--- src/hdl/nqse_pkg.sv ---
`default_nettype none
// ----------------------------------------------------------------------------
// nqse_pkg
// Shared constants and types of the N-queens solution enumerator.
// ----------------------------------------------------------------------------
package nqse_pkg;

    localparam int MAX_QUEENS_DEF = 8;
    localparam int PACK_LIMIT     = 8;
    localparam int PACK_W         = 3;
    localparam int PLACE_W        = PACK_LIMIT * PACK_W;
    localparam int SIZE_W         = 4;
    localparam int ORD_W          = 12;

    localparam logic [SIZE_W-1:0] BOARD_RESET = SIZE_W'(8);
    localparam logic [ORD_W-1:0]  ORD_MAX     = {ORD_W{1'b1}};

    typedef struct packed {
        logic clr;
        logic zero;
        logic inc;
        logic placed;
    } t_cell_ctl;

endpackage
`default_nettype wire

--- src/hdl/n_queens_solution_enumerator.sv ---
`default_nettype none
// ----------------------------------------------------------------------------
// n_queens_solution_enumerator
// Depth-first N-queens search over a chain of column cells, one solution
// (or an exhausted flag) per request word.
// ----------------------------------------------------------------------------
// Flow: an accepted request word passes S_PREP, then takes search steps
//   (advance, retreat or next row) in S_SEARCH up to the result word.
// Throughput: one request at a time, none accepted until the result is
//   registered; one search step per cycle, the final step held while the
//   result register is stalled.
// Reset: synchronous, active low; clears the search, board size returns to 8.
// ----------------------------------------------------------------------------
module n_queens_solution_enumerator #(
    parameter int MAX_QUEENS = nqse_pkg::MAX_QUEENS_DEF
) (
    input  wire                          i_clk,
    input  wire                          i_rst_n,
    input  wire                          i_in_valid,
    output logic                         o_in_stall,
    input  wire                          i_restart,
    output logic                         o_out_valid,
    input  wire                          i_out_stall,
    output logic [nqse_pkg::PLACE_W-1:0] o_placement,
    output logic                         o_found,
    output logic [nqse_pkg::ORD_W-1:0]   o_solution_ordinal,
    input  wire                          i_cfg_valid,
    output logic                         o_cfg_ready,
    input  wire  [nqse_pkg::SIZE_W-1:0]  i_cfg_data
);

    localparam int SIZE_LIMIT = (MAX_QUEENS < nqse_pkg::PACK_LIMIT) ?
                                MAX_QUEENS : nqse_pkg::PACK_LIMIT;
    localparam int ROW_W      = $clog2(SIZE_LIMIT + 1);

    typedef enum logic [2:0] {
        S_IDLE   = 3'b001,
        S_PREP   = 3'b010,
        S_SEARCH = 3'b100
    } t_state;

    t_state                        r_state, n_state;
    logic [nqse_pkg::SIZE_W-1:0]   r_bsize, n_bsize;
    logic [ROW_W-1:0]              r_depth, n_depth;
    logic                          r_done, n_done;
    logic [nqse_pkg::ORD_W-1:0]    r_count, n_count;
    logic                          r_out_valid, n_out_valid;
    logic [nqse_pkg::PLACE_W-1:0]  r_placement, n_placement;
    logic                          r_found, n_found;
    logic [nqse_pkg::ORD_W-1:0]    r_ordinal, n_ordinal;

    nqse_pkg::t_cell_ctl           w_ctl   [SIZE_LIMIT];
    logic [ROW_W-1:0]              w_row   [SIZE_LIMIT];
    logic [SIZE_LIMIT-1:0]         w_cols  [SIZE_LIMIT+1];
    logic [SIZE_LIMIT-1:0]         w_ldiag [SIZE_LIMIT+1];
    logic [SIZE_LIMIT-1:0]         w_rdiag [SIZE_LIMIT+1];

    logic [ROW_W-1:0]              w_n;
    logic [ROW_W-1:0]              w_cur;
    logic [SIZE_LIMIT-1:0]         w_mask;
    logic                          w_safe;
    logic                          w_out_free;
    logic [nqse_pkg::ORD_W-1:0]    w_count_inc;
    logic [nqse_pkg::PLACE_W-1:0]  w_pack;

    assign w_cols[0]  = '0;
    assign w_ldiag[0] = '0;
    assign w_rdiag[0] = '0;

    for (genvar g = 0; g < SIZE_LIMIT; g++) begin : g_cell
        nqse_cell #(
            .ROWS  (SIZE_LIMIT),
            .ROW_W (ROW_W)
        ) u_cell (
            .i_clk   (i_clk),
            .i_rst_n (i_rst_n),
            .i_ctl   (w_ctl[g]),
            .i_cols  (w_cols[g]),
            .i_ldiag (w_ldiag[g]),
            .i_rdiag (w_rdiag[g]),
            .o_cols  (w_cols[g+1]),
            .o_ldiag (w_ldiag[g+1]),
            .o_rdiag (w_rdiag[g+1]),
            .o_row   (w_row[g])
        );
    end

    always_comb begin
        if (r_bsize == '0) begin
            w_n = ROW_W'(1);
        end else if (r_bsize > nqse_pkg::SIZE_W'(SIZE_LIMIT)) begin
            w_n = ROW_W'(SIZE_LIMIT);
        end else begin
            w_n = ROW_W'(r_bsize);
        end
    end

    always_comb begin
        w_cur  = '0;
        w_mask = '0;
        w_pack = '0;
        for (int c = 0; c < SIZE_LIMIT; c++) begin
            if (ROW_W'(c) == r_depth) begin
                w_cur  = w_row[c];
                w_mask = w_cols[c] | w_ldiag[c] | w_rdiag[c];
            end
            if (ROW_W'(c) < w_n) begin
                w_pack[c*nqse_pkg::PACK_W +: nqse_pkg::PACK_W] =
                    w_row[c][nqse_pkg::PACK_W-1:0];
            end
        end
    end

    assign w_safe      = ~|(w_mask & (SIZE_LIMIT'(1) << w_cur));
    assign w_out_free  = !r_out_valid || !i_out_stall;
    assign w_count_inc = (r_count == nqse_pkg::ORD_MAX) ? r_count
                                                         : r_count + nqse_pkg::ORD_W'(1);

    assign o_cfg_ready = (r_state == S_IDLE);
    assign o_in_stall  = (r_state != S_IDLE) || i_cfg_valid;

    always_comb begin
        n_state     = r_state;
        n_bsize     = r_bsize;
        n_depth     = r_depth;
        n_done      = r_done;
        n_count     = r_count;
        n_out_valid = r_out_valid;
        n_placement = r_placement;
        n_found     = r_found;
        n_ordinal   = r_ordinal;
        for (int c = 0; c < SIZE_LIMIT; c++) begin
            w_ctl[c]        = '0;
            w_ctl[c].placed = (ROW_W'(c) < r_depth);
        end

        if (r_out_valid && !i_out_stall) begin
            n_out_valid = 1'b0;
        end

        case (r_state)
            S_IDLE: begin
                if (i_cfg_valid) begin
                    n_bsize = i_cfg_data;
                    n_depth = '0;
                    n_done  = 1'b0;
                    n_count = '0;
                    for (int c = 0; c < SIZE_LIMIT; c++) w_ctl[c].clr = 1'b1;
                end else if (i_in_valid) begin
                    if (i_restart) begin
                        n_depth = '0;
                        n_done  = 1'b0;
                        n_count = '0;
                        for (int c = 0; c < SIZE_LIMIT; c++) w_ctl[c].clr = 1'b1;
                    end
                    n_state = S_PREP;
                end
            end
            S_PREP: begin
                if (r_done) begin
                    if (w_out_free) begin
                        n_out_valid = 1'b1;
                        n_placement = '0;
                        n_found     = 1'b0;
                        n_ordinal   = r_count;
                        n_state     = S_IDLE;
                    end
                end else begin
                    if (r_depth >= w_n) begin
                        n_depth = w_n - ROW_W'(1);
                        for (int c = 0; c < SIZE_LIMIT; c++) begin
                            if (ROW_W'(c) == w_n - ROW_W'(1)) w_ctl[c].inc = 1'b1;
                        end
                    end
                    n_state = S_SEARCH;
                end
            end
            S_SEARCH: begin
                if (w_cur >= w_n) begin
                    if (r_depth == '0) begin
                        if (w_out_free) begin
                            n_done      = 1'b1;
                            n_out_valid = 1'b1;
                            n_placement = '0;
                            n_found     = 1'b0;
                            n_ordinal   = r_count;
                            n_state     = S_IDLE;
                        end
                    end else begin
                        n_depth = r_depth - ROW_W'(1);
                        for (int c = 0; c < SIZE_LIMIT; c++) begin
                            if (ROW_W'(c) == r_depth - ROW_W'(1)) w_ctl[c].inc = 1'b1;
                        end
                    end
                end else if (w_safe) begin
                    if (r_depth + ROW_W'(1) == w_n) begin
                        if (w_out_free) begin
                            n_depth     = w_n;
                            n_count     = w_count_inc;
                            n_out_valid = 1'b1;
                            n_placement = w_pack;
                            n_found     = 1'b1;
                            n_ordinal   = w_count_inc;
                            n_state     = S_IDLE;
                        end
                    end else begin
                        n_depth = r_depth + ROW_W'(1);
                        for (int c = 0; c < SIZE_LIMIT; c++) begin
                            if (ROW_W'(c) == r_depth + ROW_W'(1)) w_ctl[c].zero = 1'b1;
                        end
                    end
                end else begin
                    for (int c = 0; c < SIZE_LIMIT; c++) begin
                        if (ROW_W'(c) == r_depth) w_ctl[c].inc = 1'b1;
                    end
                end
            end
            default: begin
                n_state = S_IDLE;
            end
        endcase
    end

    always_ff @(posedge i_clk) begin
        if (!i_rst_n) begin
            r_state     <= S_IDLE;
            r_bsize     <= nqse_pkg::BOARD_RESET;
            r_depth     <= '0;
            r_done      <= 1'b0;
            r_count     <= '0;
            r_out_valid <= 1'b0;
        end else begin
            r_state     <= n_state;
            r_bsize     <= n_bsize;
            r_depth     <= n_depth;
            r_done      <= n_done;
            r_count     <= n_count;
            r_out_valid <= n_out_valid;
        end
    end

    always_ff @(posedge i_clk) begin
        r_placement <= n_placement;
        r_found     <= n_found;
        r_ordinal   <= n_ordinal;
    end

    assign o_out_valid        = r_out_valid;
    assign o_placement        = r_placement;
    assign o_found            = r_found;
    assign o_solution_ordinal = r_ordinal;

    a_depth_in_range: assert property (@(posedge i_clk) disable iff (!i_rst_n)
        (r_state == S_SEARCH) |-> (r_depth < w_n))
        else $error("search depth beyond board size");

    a_found_ordinal: assert property (@(posedge i_clk) disable iff (!i_rst_n)
        (o_out_valid && o_found) |-> (o_solution_ordinal != '0))
        else $error("solution given with zero ordinal");

    a_exhausted_empty: assert property (@(posedge i_clk) disable iff (!i_rst_n)
        (o_out_valid && !o_found) |-> (o_placement == '0))
        else $error("exhausted result carries a placement");

    a_result_from_search: assert property (@(posedge i_clk) disable iff (!i_rst_n)
        $rose(r_out_valid) |-> $past(r_state != S_IDLE))
        else $error("result raised without a search");

endmodule
`default_nettype wire

--- src/hdl/nqse_cell.sv ---
`default_nettype none
// ----------------------------------------------------------------------------
// nqse_cell
// One board column: holds its queen row and extends the attacked-row masks
// handed on to the next column.
// ----------------------------------------------------------------------------
module nqse_cell #(
    parameter int ROWS  = 8,
    parameter int ROW_W = 4
) (
    input  wire                      i_clk,
    input  wire                      i_rst_n,
    input  wire nqse_pkg::t_cell_ctl i_ctl,
    input  wire  [ROWS-1:0]          i_cols,
    input  wire  [ROWS-1:0]          i_ldiag,
    input  wire  [ROWS-1:0]          i_rdiag,
    output logic [ROWS-1:0]          o_cols,
    output logic [ROWS-1:0]          o_ldiag,
    output logic [ROWS-1:0]          o_rdiag,
    output logic [ROW_W-1:0]         o_row
);

    logic [ROW_W-1:0] r_row;
    logic [ROW_W-1:0] n_row;
    logic [ROWS-1:0]  w_queen;

    always_comb begin
        n_row = r_row;
        if (i_ctl.clr || i_ctl.zero) begin
            n_row = '0;
        end else if (i_ctl.inc) begin
            n_row = r_row + ROW_W'(1);
        end
    end

    always_ff @(posedge i_clk) begin
        if (!i_rst_n) begin
            r_row <= '0;
        end else begin
            r_row <= n_row;
        end
    end

    assign w_queen = i_ctl.placed ? (ROWS'(1) << r_row) : '0;
    assign o_cols  = i_cols | w_queen;
    assign o_ldiag = (i_ldiag | w_queen) << 1;
    assign o_rdiag = (i_rdiag | w_queen) >> 1;
    assign o_row   = r_row;

endmodule
`default_nettype wire
--- config.mk ---
export PLATFORM = sky130hd
export DESIGN_NAME = n_queens_solution_enumerator
export DESIGN_NICKNAME = d
export VERILOG_FILES = /design/src/hdl/nqse_pkg.sv /design/src/hdl/n_queens_solution_enumerator.sv /design/src/hdl/nqse_cell.sv
export SDC_FILE = /design/constraint.sdc
export NUM_CORES = 1
export LEC_CHECK = 0
export ABC_AREA = 0
export BUFFER_PORTS_ARGS = -buffer_cell sky130_fd_sc_hd__buf_2
export CAP_MARGIN = 20
export CORE_MARGIN = 8
export CORE_UTILIZATION = 60
export DETAILED_ROUTE_END_ITERATION = 10
export GPL_ROUTABILITY_DRIVEN = 1
export MAX_ROUTING_LAYER = met4
export PLACE_DENSITY = 0.78
export SYNTH_ARGS = -nofsm -noshare
export SYNTH_HDL_FRONTEND = slang
export SYNTH_SLANG_ARGS = --single-unit
--- constraint.sdc ---
create_clock -name i_clk -period 9.3 [get_ports i_clk]
set_input_delay 0.465 -clock i_clk [delete_from_list [all_inputs] [get_ports i_clk]]
set_output_delay 0.465 -clock i_clk [all_outputs]
set_load 0.02 [all_outputs]
---- Yosys cells after proc, flatten, opt, wreduce, memory -nomap -nowiden ----
Index checks and enable logic that the tools add are counted.
storage, ports and cells
  word-level logic and storage cells ...... 390
  register bits ........................... 94
  output and inout bits ................... 40
  bits of input ports ..................... 10
cells by class
  eq/ne operators ......................... 53
  shift operators ......................... 8
  reductions and logical operators ........ 36
  mux-type cells .......................... 212
  $add $sub $neg .......................... 12
  $lt $le $gt $ge ......................... 18
  bitwise operators ....................... 34
operators by type and width
  kind                                                                         count
  24-bit two-way mux                                                           7
  12-bit two-way mux                                                           12
  1-bit two-way mux                                                            127
  8-bit two-way mux                                                            14
  8-bit OR                                                                     13
  4-bit two-way mux                                                            20
  3-bit by 4-bit == test with 1-bit output, first input constant               16
  1-bit by 4-bit left shift with 8-bit output, first input constant            8
  8-bit by 7-bit OR with 8-bit output                                          7
  3-bit two-way mux                                                            16
  7-bit by 8-bit OR with 8-bit output                                          6
  12-bit one-hot mux with 2 select lines                                       2
  24-bit one-hot mux with 2 select lines                                       1
  7-bit OR                                                                     6
  4-bit by 1-bit adder with 4-bit output, second input constant                9
  2-bit by 4-bit == test with 1-bit output, first input constant               8
  3-bit by 4-bit less-than comparator with 1-bit output, first input constant  7
  2-bit != test, second input constant                                         11
  1-bit one-hot mux with 2 select lines                                        11
  3-bit != test, second input constant                                         7
  4-bit logical NOT                                                            5
  1-bit by 4-bit == test with 1-bit output, first input constant               4
  1-bit by 4-bit less-than comparator with 1-bit output, first input constant  4
  2-bit by 4-bit less-than comparator with 1-bit output, first input constant  4
  27 further kinds                                                             48

---- Depth between registers and ports, before layout ----
Gate-level depths: netlist of run 1.
  depth after elaboration ................. 18
  mapped depth ............................ 20
  depth with buffers taken out ............ 17

---- By module ----
Synthesis of run 1 repeated with hierarchy kept, for this count alone.
unflattened totals
  cells, all modules ...................... 1148
  area total of the unflattened synthesis .. 9436.6 um^2
by module, submodules not included
  module                        seq. area each (um^2)  instances  area an instance (um^2)  cells an instance
  n_queens_solution_enumerator  1611.5                 1          5412.7                   676
  nqse_cell                     80.1                   8          503.0                    59

---- Worst setup path after synthesis of run 1 ----
OpenSTA, ideal clock, no wires.
  path kind ............................... flip-flop to flip-flop
  from .................................... register r_depth[0]
  to ...................................... register r_found, in the netlist o_found (enable)
  stages on the path, launching flop included .. 18
  setup time .............................. 444 ps
  clock period less this slack ............ 6221 ps
  path slack .............................. 3079 ps
  path buffers ............................ 3
  required time ........................... 8856 ps
  arrival time ............................ 5777 ps
  cells stage by stage .................... dfxtp_1 -> inv_1 -> ha_1 -> buf_2 -> buf_2 -> nor2b_1 -> o311ai_0 -> nand2_1 -> ha_1 -> nand2b_1 -> a21o_1 -> a21o_1 -> a21o_1 -> or4_1 -> clkbuf_1 -> o21ai_0 -> o21ai_0 -> a21oi_1
between the ends
  longest elaborated chain between the ends .. 15
  elaborated cells on any way between the ends .. 80
  classes of those cells .................. add/sub (1); order compare (8); eq/ne (12); shift (1); mux (22); bitwise (33); reduce/logical (3)
RTL lines
  element                                                                   line                                                                      text
  start, declared                                                           n_queens_solution_enumerator.sv:44                                        logic [ROW_W-1:0] r_depth, n_depth;
  start signal, assigned                                                    n_queens_solution_enumerator.sv:235                                       r_depth <= n_depth;
  1-bit by 4-bit less-than comparator with 1-bit output                     n_queens_solution_enumerator.sv:134                                       w_ctl[c].placed = (ROW_W'(c) < r_depth);
  8-bit two-way mux                                                         nqse_cell.sv:44                                                           assign w_queen = i_ctl.placed ? (ROWS'(1) << r_row) : '0;
  8-bit OR, or another cell as far along                                    n_queens_solution_enumerator.sv:105                                       w_mask = w_cols[c] | w_ldiag[c] | w_rdiag[c];
  8-bit by 7-bit OR with 8-bit output, or another cell as far along         n_queens_solution_enumerator.sv:105
  8-bit two-way mux, or another cell as far along (5 in a row)              n_queens_solution_enumerator.sv:103                                       if (ROW_W'(c) == r_depth) begin
  8-bit two-way mux or 8-bit by 7-bit OR with 8-bit output (tied branches)  n_queens_solution_enumerator.sv:103, n_queens_solution_enumerator.sv:105
  8-bit two-way mux                                                         n_queens_solution_enumerator.sv:103
  8-bit bitwise AND                                                         n_queens_solution_enumerator.sv:114                                       assign w_safe = ~|(w_mask & (SIZE_LIMIT'(1) << w_cur));
  8-bit OR reduction                                                        n_queens_solution_enumerator.sv:114
  3-bit != test (no source line)                                            --
  6-bit AND reduction (no source line) *                                    --
  end signal, assigned                                                      n_queens_solution_enumerator.sv:244                                       r_found <= n_found;
  end, declared                                                             n_queens_solution_enumerator.sv:49                                        logic r_found, n_found;
Every way passes the cells marked *; elsewhere a longest branch is shown, timed or not.
A chain may end at the register's enable or synchronous reset.

---- Final worst setup path of run 1 ----
  from .................................... register r_depth[1]
  to ...................................... register r_placement (netlist bit o_placement[9]) (enable)
between the ends
  longest elaborated chain between the ends .. 15
  elaborated cells on any way between the ends .. 80
  classes of those cells .................. add/sub (1); order compare (8); eq/ne (12); shift (1); mux (22); bitwise (33); reduce/logical (3)
RTL lines
  element                                                                   line                                                                      text
  1-bit by 4-bit less-than comparator with 1-bit output                     n_queens_solution_enumerator.sv:134
  8-bit two-way mux                                                         nqse_cell.sv:44
  8-bit OR, or another cell as far along                                    n_queens_solution_enumerator.sv:105
  8-bit by 7-bit OR with 8-bit output, or another cell as far along         n_queens_solution_enumerator.sv:105
  8-bit two-way mux, or another cell as far along (5 in a row)              n_queens_solution_enumerator.sv:103
  8-bit two-way mux or 8-bit by 7-bit OR with 8-bit output (tied branches)  n_queens_solution_enumerator.sv:103, n_queens_solution_enumerator.sv:105
  8-bit two-way mux                                                         n_queens_solution_enumerator.sv:103
  8-bit bitwise AND                                                         n_queens_solution_enumerator.sv:114
  8-bit OR reduction                                                        n_queens_solution_enumerator.sv:114
  3-bit != test (no source line)                                            --
  6-bit AND reduction (no source line) *                                    --
  end signal, assigned                                                      n_queens_solution_enumerator.sv:243                                       r_placement <= n_placement;
  end, declared                                                             n_queens_solution_enumerator.sv:48                                        logic [nqse_pkg::PLACE_W-1:0] r_placement, n_placement;
Marks and branches as above.

==> reports/metrics.json, run 1 <==
{
  "synth.mux.area_fraction_pct": 4.41,
  "initial_utilization_pct": 61.3,
  "power.switching_fraction_pct": 35.0,
  "clkSinkCount": 94,
  "synth.net_count": 1214,
  "clk_network_pwr_share_pct": 34.1,
  "nets": 1210,
  "yosysUniqueCellTypes": 87,
  "die-height_um": 138,
  "routedWlPerCell_um": 23.6,
  "detailed_place_hpwl_um": 23500,
  "final.min_clock_period_ns": 5.98,
  "fin_crit_sh_pct": 64.3,
  "drt_first_iter_violations": 1403,
  "antenna_found_initial": 0,
  "cts_inserted_buffers": 9,
  "synthTopCellsByArea": "dfxtp_1, edfxtp_1, ha_1",
  "rsz0062_at_grt": "no",
  "postSynthCellCount": 1138,
  "final_util_pct": 65.3,
  "final_hold_viol_count": 0,
  "preCtsSetupSlack_ns": 3.53,
  "power_density_mw_per_mm2": 121,
  "synth_area_mm2": 0.00888,
  "floorplan.rows": 44,
  "holdPathEnd": "r_bsize[3]",
  "drt.antenna.violating_nets": 0,
  "cp_max_fo": 37,
  "worstMarginPinSlew_ns": 0.932,
  "cts-root-to-sink-buffers": 2,
  "end_kind": "flop",
  "timing.reg2reg.setup_slack_ns": 3.32,
  "layout-area-overhead-vs-synth_pct": 6.43,
  "clock_skew_ns": 0.00990,
  "cts_max_level": 3,
  "vdd_drop_max_v": 0.000158,
  "setup-violations-final": 0,
  "grt_max_degree": 67,
  "total_switching_power_uw": 400,
  "route.detailed.drc": 0,
  "core_area_mm2": 0.0145,
  "gr-usage-met2_pct": 49.8,
  "synth-compound-area-share_pct": 25.4,
  "die_footprint_mm2": 0.0189,
  "synth_largest_type_area_fraction_pct": 12.9,
  "maxSlewViolCount": 0,
  "hold_slack_ns": 0.338,
  "antenna_cells_inserted": 0,
  "status": "complete, no violations",
  "reg2regPathDepth": 15,
  "yosys.area_share.adder_pct": 9.30,
  "design_area_mm2": 0.00945,
  "grt_usage_pct": 33.3,
  "global_route.peak_usage_layer": "met2",
  "placement.cell_area_mm2": 0.00913,
  "leakage_uw": 0.00383,
  "worstReg2RegEnd": "o_placement[9]",
  "maximum_capacitance_violations": 0,
  "io_pins": 50,
  "tritoncts_clock_tree": "yes",
  "seq_area_frac_synth_pct": 25.4,
  "worst_setup_hold_path_clk_slew_ns": 0.07,
  "synth-xor-area-share_pct": 0.789,
  "tritonroute_pass_1_iters": 6,
  "clkLatencyLatePin_ns": 0.36,
  "crit_path_start_kind": "flop",
  "post_cts_hold_buffer_count": 0,
  "die_w_um": 138,
  "grt_pass1_vias": 8509,
  "clk_root_buffer_cell": "clkbuf_16",
  "io_buffers": 49,
  "hold-path-cell-count": 3,
  "timing.fmax_ghz": 0.167,
  "synth_edf_count": 37,
  "internal_power_uw": 741,
  "layout-drive-gt1-share_pct": 9.57,
  "setup-tns-final_ns": 0,
  "layout.cells.most_common_list": "nand3_1, nand2_1, nor2_1",
  "cts_resized": 0,
  "gpl_wtd_cong": 1.08,
  "routed_wl_um": 31200,
  "crit_required_ns": 9.29,
  "layout_setup_ws_ns": 3.32,
  "worst_reg2reg_startpoint": "r_depth[1]",
  "grt_first_pass_wirelength_um": 47900,
  "overflow": 0,
  "layout.cells.most_common": "nand3_1",
  "timing.hold.worst.class": "input port to flop",
  "post_synth.cell_area_avg_um2": 7.80,
  "via_per_inst": 7.21,
  "async_sr_flop_fraction_pct": 0,
  "hold_start": "i_cfg_data[3]",
  "power.share.combinational_pct": 26.9,
  "groute.layer.met3.usage_pct": 5.11,
  "seq_power_share_pct": 38.9,
  "yosys.area.top_type": "dfxtp_1",
  "globalRouteMet1Util_pct": 44.2,
  "postCtsSetupBuffers": 0,
  "largest_family_of_logic_cells_by_synthesized_area": "simple AND/OR/NAND/NOR gates",
  "yosys_register_bits": 94,
  "max-slew-margin-rel_pct": 37.9,
  "critical_path_arrival_ns": 5.97,
  "synth-simple-area-share_pct": 29.7,
  "worst-setup-path-type": "flop to flop",
  "yosys_most_used_dff": "dfxtp_1",
  "yosys_warnings": 0,
  "via_count": 9540
}
==> how the worst max path moves through the flow <==
stage / slack, ns / from / endpoint
2_1_floorplan: 3.08 / r_depth[0] / o_found
3_3_place_gp: 3.61 / r_depth[1] / o_placement[7]
3_5_place_dp: 3.53 / r_depth[1] / o_found
4_1_cts: 3.50 / r_depth[1] / o_placement[9]
5_1_grt: 3.10 / r_depth[1] / o_placement[15]
6_report: 3.32 / r_depth[1] / o_placement[9]
==> power groups by stage <==
stage / clock network (µW) / logic, µW / registers [µW]
after global routing: 405 / 326 / 445
after floorplan: 0 / 226 / 446
after CTS: 388 / 293 / 443
after global placement: 0 / 287 / 452
final: 389 / 307 / 444
after detailed placement: 0 / 289 / 452
==> cell type report <==
| cell class | instances | area (µm²) |
|---|---|---|
| flip-flops and latches | 94 | 2250 |
| multi-input cells | 935 | 6200 |
| clock inverters | 7 | 80.1 |
| well taps | 184 | 230 |
| repair buffers | 58 | 325 |
| inverters | 36 | 135 |
| clock buffers | 9 | 225 |
| fillers | 1296 | 5030 |
==> cell families after synthesis <==
logic type,count (synthesis)
mux,39
xor+xnor,8
simple gates,505
buf+inv,109
flops,94
compound gates,317
fa+ha+maj,66
==> synthesized netlist by cell type, types with 15 or more instances <==
master	number
a21o_1	20
a21oi_1	59
and3_1	23
clkbuf_1	50
dfxtp_1	57
edfxtp_1	37
ha_1	66
inv_1	35
mux2i_1	38
nand2_1	101
nand3_1	129
nand3b_1	25
nand4_1	33
nor2_1	70
nor2b_1	15
nor3_1	29
o21ai_0	64
==> state kept, by name (all words and copies together), names as in the netlist <==
register             cells
g_cell.u_cell.o_row     32
o_placement             24
o_solution_ordinal      12
r_count                 12
r_bsize                  4
r_depth                  4
r_state                  3
o_found                  1
o_out_valid              1
r_done                   1
==> per-stage QoR <==
| step | total power (µW) | instances |
|---|---|---|
| floorplan | 672 | 1138 |
| global placement | 739 | 1306 |
| detailed placement | 742 | 1306 |
| CTS | 1120 | 1322 |
| global route | 1180 | 1323 |
| finish | 1140 | 1323 |
==> layer usage <==
layer	up-vias	share of wire (%)
met5	-	0
met4	0	3.6
met3	101	10
met2	634	45
met1	4473	42
li1	4332	-
==> worst max-delay path, stage by stage, from the launching register on <==
cell      delay [ns]
dfxtp_1         0.68
ha_1            0.83
nand2b_1        0.26
o22ai_1         0.12
o32ai_2         0.38
nand2_1         0.24
ha_1            0.33
nand2b_1        0.14
a21o_1          0.18
a21o_1          0.20
a21o_1          0.28
or4_1           0.82
o21ai_0         0.27
o21ai_0         0.23
a21oi_4         0.18
buf_4           0.43
Power figures use the tool's default switching activity.
==> run 2: changes to the inputs <==
--- a/config.mk
+++ b/config.mk
@@ -5,15 +5,15 @@
 export SDC_FILE = /design/constraint.sdc
 export NUM_CORES = 1
 export LEC_CHECK = 0
-export ABC_AREA = 0
+export ABC_AREA = 1
 export BUFFER_PORTS_ARGS = -buffer_cell sky130_fd_sc_hd__buf_2
 export CAP_MARGIN = 20
 export CORE_MARGIN = 8
-export CORE_UTILIZATION = 60
+export CORE_UTILIZATION = 57
 export DETAILED_ROUTE_END_ITERATION = 10
 export GPL_ROUTABILITY_DRIVEN = 1
 export MAX_ROUTING_LAYER = met4
-export PLACE_DENSITY = 0.78
+export PLACE_DENSITY = 0.77
 export SYNTH_ARGS = -nofsm -noshare
 export SYNTH_HDL_FRONTEND = slang
 export SYNTH_SLANG_ARGS = --single-unit
==> constraint.sdc (replaced) <==
create_clock -name i_clk -period 5.3 [get_ports i_clk]
set_input_delay 0.265 -clock i_clk [delete_from_list [all_inputs] [get_ports i_clk]]
set_output_delay 0.265 -clock i_clk [all_outputs]
set_load 0.02 [all_outputs]
==> reports/metrics.json, run 2 <==
{
  "grt_first_pass_wirelength": {"value": 42400, "unit": "µm", "change": "was 47,900 µm"},
  "io_pins": {"value": 50, "change": "unchanged"},
  "routedWlPerCell": {"value": 16.5, "unit": "µm", "change": "was 23.6 µm"},
  "cp_max_fo": {"value": 37, "change": "unchanged"},
  "crit_buf_inv": {"value": 8, "change": "was 1"},
  "post_synth_most_frequent_cells": {"value": "nand2_1, nor2_1, nand3_1", "change": "was nand3_1, nand2_1, nor2_1"},
  "timing.fmax": {"value": 0.205, "unit": "GHz", "change": "was 0.167 GHz"},
  "layout-area-overhead-vs-synth": {"value": 7.73, "unit": "%", "change": "was 6.43%"},
  "crit_required": {"value": 5.29, "unit": "ns", "change": "was 9.29 ns"},
  "clk_root_buffer_cell": {"value": "clkbuf_16", "change": "unchanged"},
  "yosys_warnings": {"value": 0, "change": "unchanged"},
  "cts_max_level": {"value": 3, "change": "unchanged"},
  "crit_path_leading_delay_family": {"value": "simple AND/OR/NAND/NOR gates", "change": "was compound AO/OA/AOI/OAI gates"},
  "final_hold_viol_count": {"value": 0, "change": "unchanged"},
  "cts-root-to-sink-buffers": {"value": 2, "change": "unchanged"},
  "fin_crit_sh": {"value": 91.9, "unit": "%", "change": "was 64.3%"},
  "grt_usage": {"value": 27.1, "unit": "%", "change": "was 33.3%"},
  "post_synth.cell_area_avg": {"value": 6.41, "unit": "µm²", "change": "was 7.80 µm²"},
  "max-slew-margin-rel": {"value": 40.5, "unit": "%", "change": "was 37.9%"},
  "worstMarginPinSlew": {"value": 0.886, "unit": "ns", "change": "was 0.932 ns"},
  "largest_reg_flops": {"value": 32, "change": "unchanged"},
  "layout_setup_ws": {"value": 0.430, "unit": "ns", "change": "was 3.32 ns"},
  "seq_area_frac_synth": {"value": 25.7, "unit": "%", "change": "was 25.4%"},
  "most_repeated_cell_in_the_gate_level_netlist_after_synthesis": {"value": "nand2_1", "change": "was nand3_1"},
  "drt.antenna.violating_nets": {"value": 0, "change": "unchanged"},
  "floorplan.rows": {"value": 45, "change": "was 44"},
  "maxSlewViolCount": {"value": 0, "change": "unchanged"},
  "cp_common_cell": {"value": "inv_1", "change": "was a21o_1"},
  "postSynthCellCount": {"value": 1369, "change": "was 1,138"},
  "layout.cells.most_common": {"value": "nand2_1", "change": "was nand3_1"},
  "clkLatencyLatePin": {"value": 0.35, "unit": "ns", "change": "was 0.36 ns"},
  "routed_wl": {"value": 26400, "unit": "µm", "change": "was 31,200 µm"},
  "grt_pass1_vias": {"value": 8373, "change": "was 8,509"},
  "layout.cells.most_common_list": {"value": "nand2_1, nor2_1, nand3_1", "change": "was nand3_1, nand2_1, nor2_1"},
  "synth_largest_type_area_fraction": {"value": 15.4, "unit": "%", "change": "was 12.9%"},
  "tritonroute_pass_1_iters": {"value": 6, "change": "unchanged"},
  "postCtsSetupBuffers": {"value": 0, "change": "unchanged"},
  "cts_resized": {"value": 0, "change": "unchanged"},
  "maximum_capacitance_violations": {"value": 0, "change": "unchanged"},
  "core_area": {"value": 0.0151, "unit": "mm²", "change": "was 0.0145 mm²"},
  "yosys_most_used_dff": {"value": "dfxtp_1", "change": "unchanged"},
  "worst_path_largest_cell_delay": {"value": 0.56, "unit": "ns", "change": "was 0.83 ns"},
  "clock_skew": {"value": 0.0117, "unit": "ns", "change": "was 0.00990 ns"},
  "layout-drive-gt1-share": {"value": 10.4, "unit": "%", "change": "was 9.57%"},
  "overflow": {"value": 0, "change": "unchanged"},
  "detailed_place_hpwl": {"value": 20700, "unit": "µm", "change": "was 23,500 µm"},
  "via_per_inst": {"value": 5.73, "change": "was 7.21"},
  "die_w": {"value": 140, "unit": "µm", "change": "was 138 µm"},
  "preCtsSetupSlack": {"value": 0.526, "unit": "ns", "change": "was 3.53 ns"},
  "leakage": {"value": 0.00456, "unit": "µW", "change": "was 0.00383 µW"},
  "via_count": {"value": 9156, "change": "was 9,540"},
  "worst_setup_hold_path_clk_slew": {"value": 0.07, "unit": "ns", "change": "about the same"},
  "setup-tns-final": {"value": 0, "unit": "ns", "change": "unchanged"},
  "crit_path_top_delay_cell": {"value": "nor2_2", "change": "was ha_1"},
  "async_sr_flop_fraction": {"value": 0, "unit": "%", "change": "unchanged"},
  "synth_area": {"value": 0.00878, "unit": "mm²", "change": "was 0.00888 mm²"},
  "rsz0062_at_grt": {"value": "no", "change": "unchanged"},
  "antenna_found_initial": {"value": 0, "change": "unchanged"},
  "gpl_wtd_cong": {"value": 1.01, "change": "was 1.08"},
  "drt_first_iter_violations": {"value": 678, "change": "was 1,403"},
  "antenna_cells_inserted": {"value": 0, "change": "unchanged"},
  "worst-setup-path-type": {"value": "flop to flop", "change": "unchanged"},
  "worstPathCellList": {"value": "inv_1, ha_1, inv_1, nor2_2, inv_1, o21ai_0, inv_1, nand2_1, nand2_1, inv_2, ha_1, nand2_1, inv_1, a221oi_1, nand2_1, nor2_1, inv_1, nand3_1, nand2_4, nor2_4, buf_4", "change": "was ha_1, nand2b_1, o22ai_1, o32ai_2, nand2_1, ha_1, nand2b_1, a21o_1, a21o_1, a21o_1, or4_1, o21ai_0, o21ai_0, a21oi_4, buf_4"},
  "layout_filler_cell_count": {"value": 1476, "change": "was 1,296"},
  "clkSinkCount": {"value": 94, "change": "unchanged"},
  "timing.hold.worst.class": {"value": "input port to flop", "change": "unchanged"},
  "crit_path_start_kind": {"value": "flop", "change": "unchanged"},
  "power.share.combinational": {"value": 51.1, "unit": "%", "change": "was 26.9%"},
  "critical_path_arrival": {"value": 4.86, "unit": "ns", "change": "was 5.97 ns"},
  "cts_inserted_buffers": {"value": 9, "change": "unchanged"},
  "internal_power": {"value": 1660, "unit": "µW", "change": "was 741 µW"},
  "place_inst": {"value": 1582, "change": "was 1,306"},
  "total_switching_power": {"value": 1520, "unit": "µW", "change": "was 400 µW"},
  "power.switching_fraction": {"value": 47.8, "unit": "%", "change": "was 35.0%"},
  "nets": {"value": 1481, "change": "was 1,210"},
  "io_buffers": {"value": 49, "change": "unchanged"},
  "power_density": {"value": 337, "unit": "mW/mm²", "change": "was 121 mW/mm²"},
  "die-height": {"value": 140, "unit": "µm", "change": "was 138 µm"},
  "final.min_clock_period": {"value": 4.87, "unit": "ns", "change": "was 5.98 ns"},
  "status": {"value": "complete, no violations", "change": "unchanged"},
  "yosys.area.top_type": {"value": "nand2_1", "change": "was dfxtp_1"},
  "die_footprint": {"value": 0.0196, "unit": "mm²", "change": "was 0.0189 mm²"},
  "vdd_drop_max": {"value": 0.000304, "unit": "V", "change": "was 0.000158 V"},
  "seq_power_share": {"value": 29.3, "unit": "%", "change": "was 38.9%"},
  "tritoncts_clock_tree": {"value": "yes", "change": "unchanged"},
  "yosysUniqueCellTypes": {"value": 51, "change": "was 87"},
  "end_kind": {"value": "flop", "change": "unchanged"},
  "fin_cells": {"value": 1598, "change": "was 1,323"},
  "post_cts_hold_buffer_count": {"value": 0, "change": "unchanged"},
  "synth_edf_count": {"value": 37, "change": "unchanged"},
  "initial_utilization": {"value": 58.0, "unit": "%", "change": "was 61.3%"},
  "yosys_register_bits": {"value": 94, "change": "unchanged"},
  "clk_network_pwr_share": {"value": 19.6, "unit": "%", "change": "was 34.1%"},
  "synth.net_count": {"value": 1445, "change": "was 1,214"},
  "grt_max_degree": {"value": 44, "change": "was 67"},
  "synthTopCellsByArea": {"value": "nand2_1, dfxtp_1, edfxtp_1", "change": "was dfxtp_1, edfxtp_1, ha_1"},
  "setup-violations-final": {"value": 0, "change": "unchanged"},
  "route.detailed.drc": {"value": 0, "change": "unchanged"}
}
## run 2: cell types whose count changed after synthesis, sizes merged, moves of 15 or more
cell and change:
nand2 +282, inv +131, nor2 +117, nand3 +52, mux2i -38, clkbuf -32, and3 -23, a21o -20
nand3b -20, o21ai +17, xor2 +17, nor2b -15
## run 2: power by group through the flow
stage	sequential [µW]	clock [µW]	combinational (µW)
global route	944	655	1790
global placement	946	0	1580
CTS	933	625	1600
finish	934	624	1630
detailed placement	949	0	1600
floorplan	977	0	1170
## run 2: path summary, 6_finish.rpt
check / start / endpoint / slack (ns) / depth (start not counted)
setup / recovery: r_depth[0] / o_placement[19] / 0.43 / 21
hold / removal: i_cfg_data[3] / r_bsize[3] / 0.14 / 3
setup reg to reg: r_depth[0] / o_placement[19] / 0.43 / 21
hold reg to reg: r_bsize[0] / r_bsize[0] / 0.48 / 2
## run 2: worst min-delay path: stages
cell and delay, ns:
buf_2 0.08, nand2_1 0.04, o211ai_1 0.06
## run 2: logic make-up (layout without fill, tap and decap cells)
| kind of cell | Yosys count | count (layout) | share of synthesized area (%) |
|---|---|---|---|
| buf+inv | 204 | 245 | 9.09 |
| flops | 94 | 94 | 25.7 |
| xor+xnor | 23 | 23 | 2.30 |
| fa+ha+maj | 66 | 66 | 9.41 |
| compound gates | 164 | 164 | 10.2 |
| simple gates | 818 | 818 | 43.3 |
## run 2: layout make-up
type,instances,area (µm²),area share (%)
Multi-Input combinational cell,1071,5740,60.7
Sequential cell,94,2250,23.8
Inverter,172,646,6.83
Timing Repair Buffer,57,305,3.23
Tap cell,188,235,2.49
Clock buffer,11,233,2.46
Clock inverter,5,42.5,0.450
## run 2: stage by stage
step | util (%) | total power, µW | hold slack [ns] | area [µm²]
floorplan | - | 2140 | 0.364 | 8780
global placement | 60.6 | 2530 | 0.463 | 9180
detailed placement | 60.6 | 2550 | 0.470 | 9180
CTS | 62.4 | 3160 | 0.135 | 9460
global route | 62.4 | 3390 | 0.165 | 9460
finish | 62.4 | 3190 | 0.141 | 9460
## run 2: per-layer routing
| layer | global-route usage, % | vias up | part of all wire (%) |
|---|---|---|---|
| met5 | - | - | 0 |
| met4 | 10.5 | 0 | 2.8 |
| met3 | 3.19 | 57 | 6.1 |
| met2 | 42.8 | 350 | 45 |
| met1 | 35.1 | 4189 | 46 |
| li1 | - | 4560 | - |
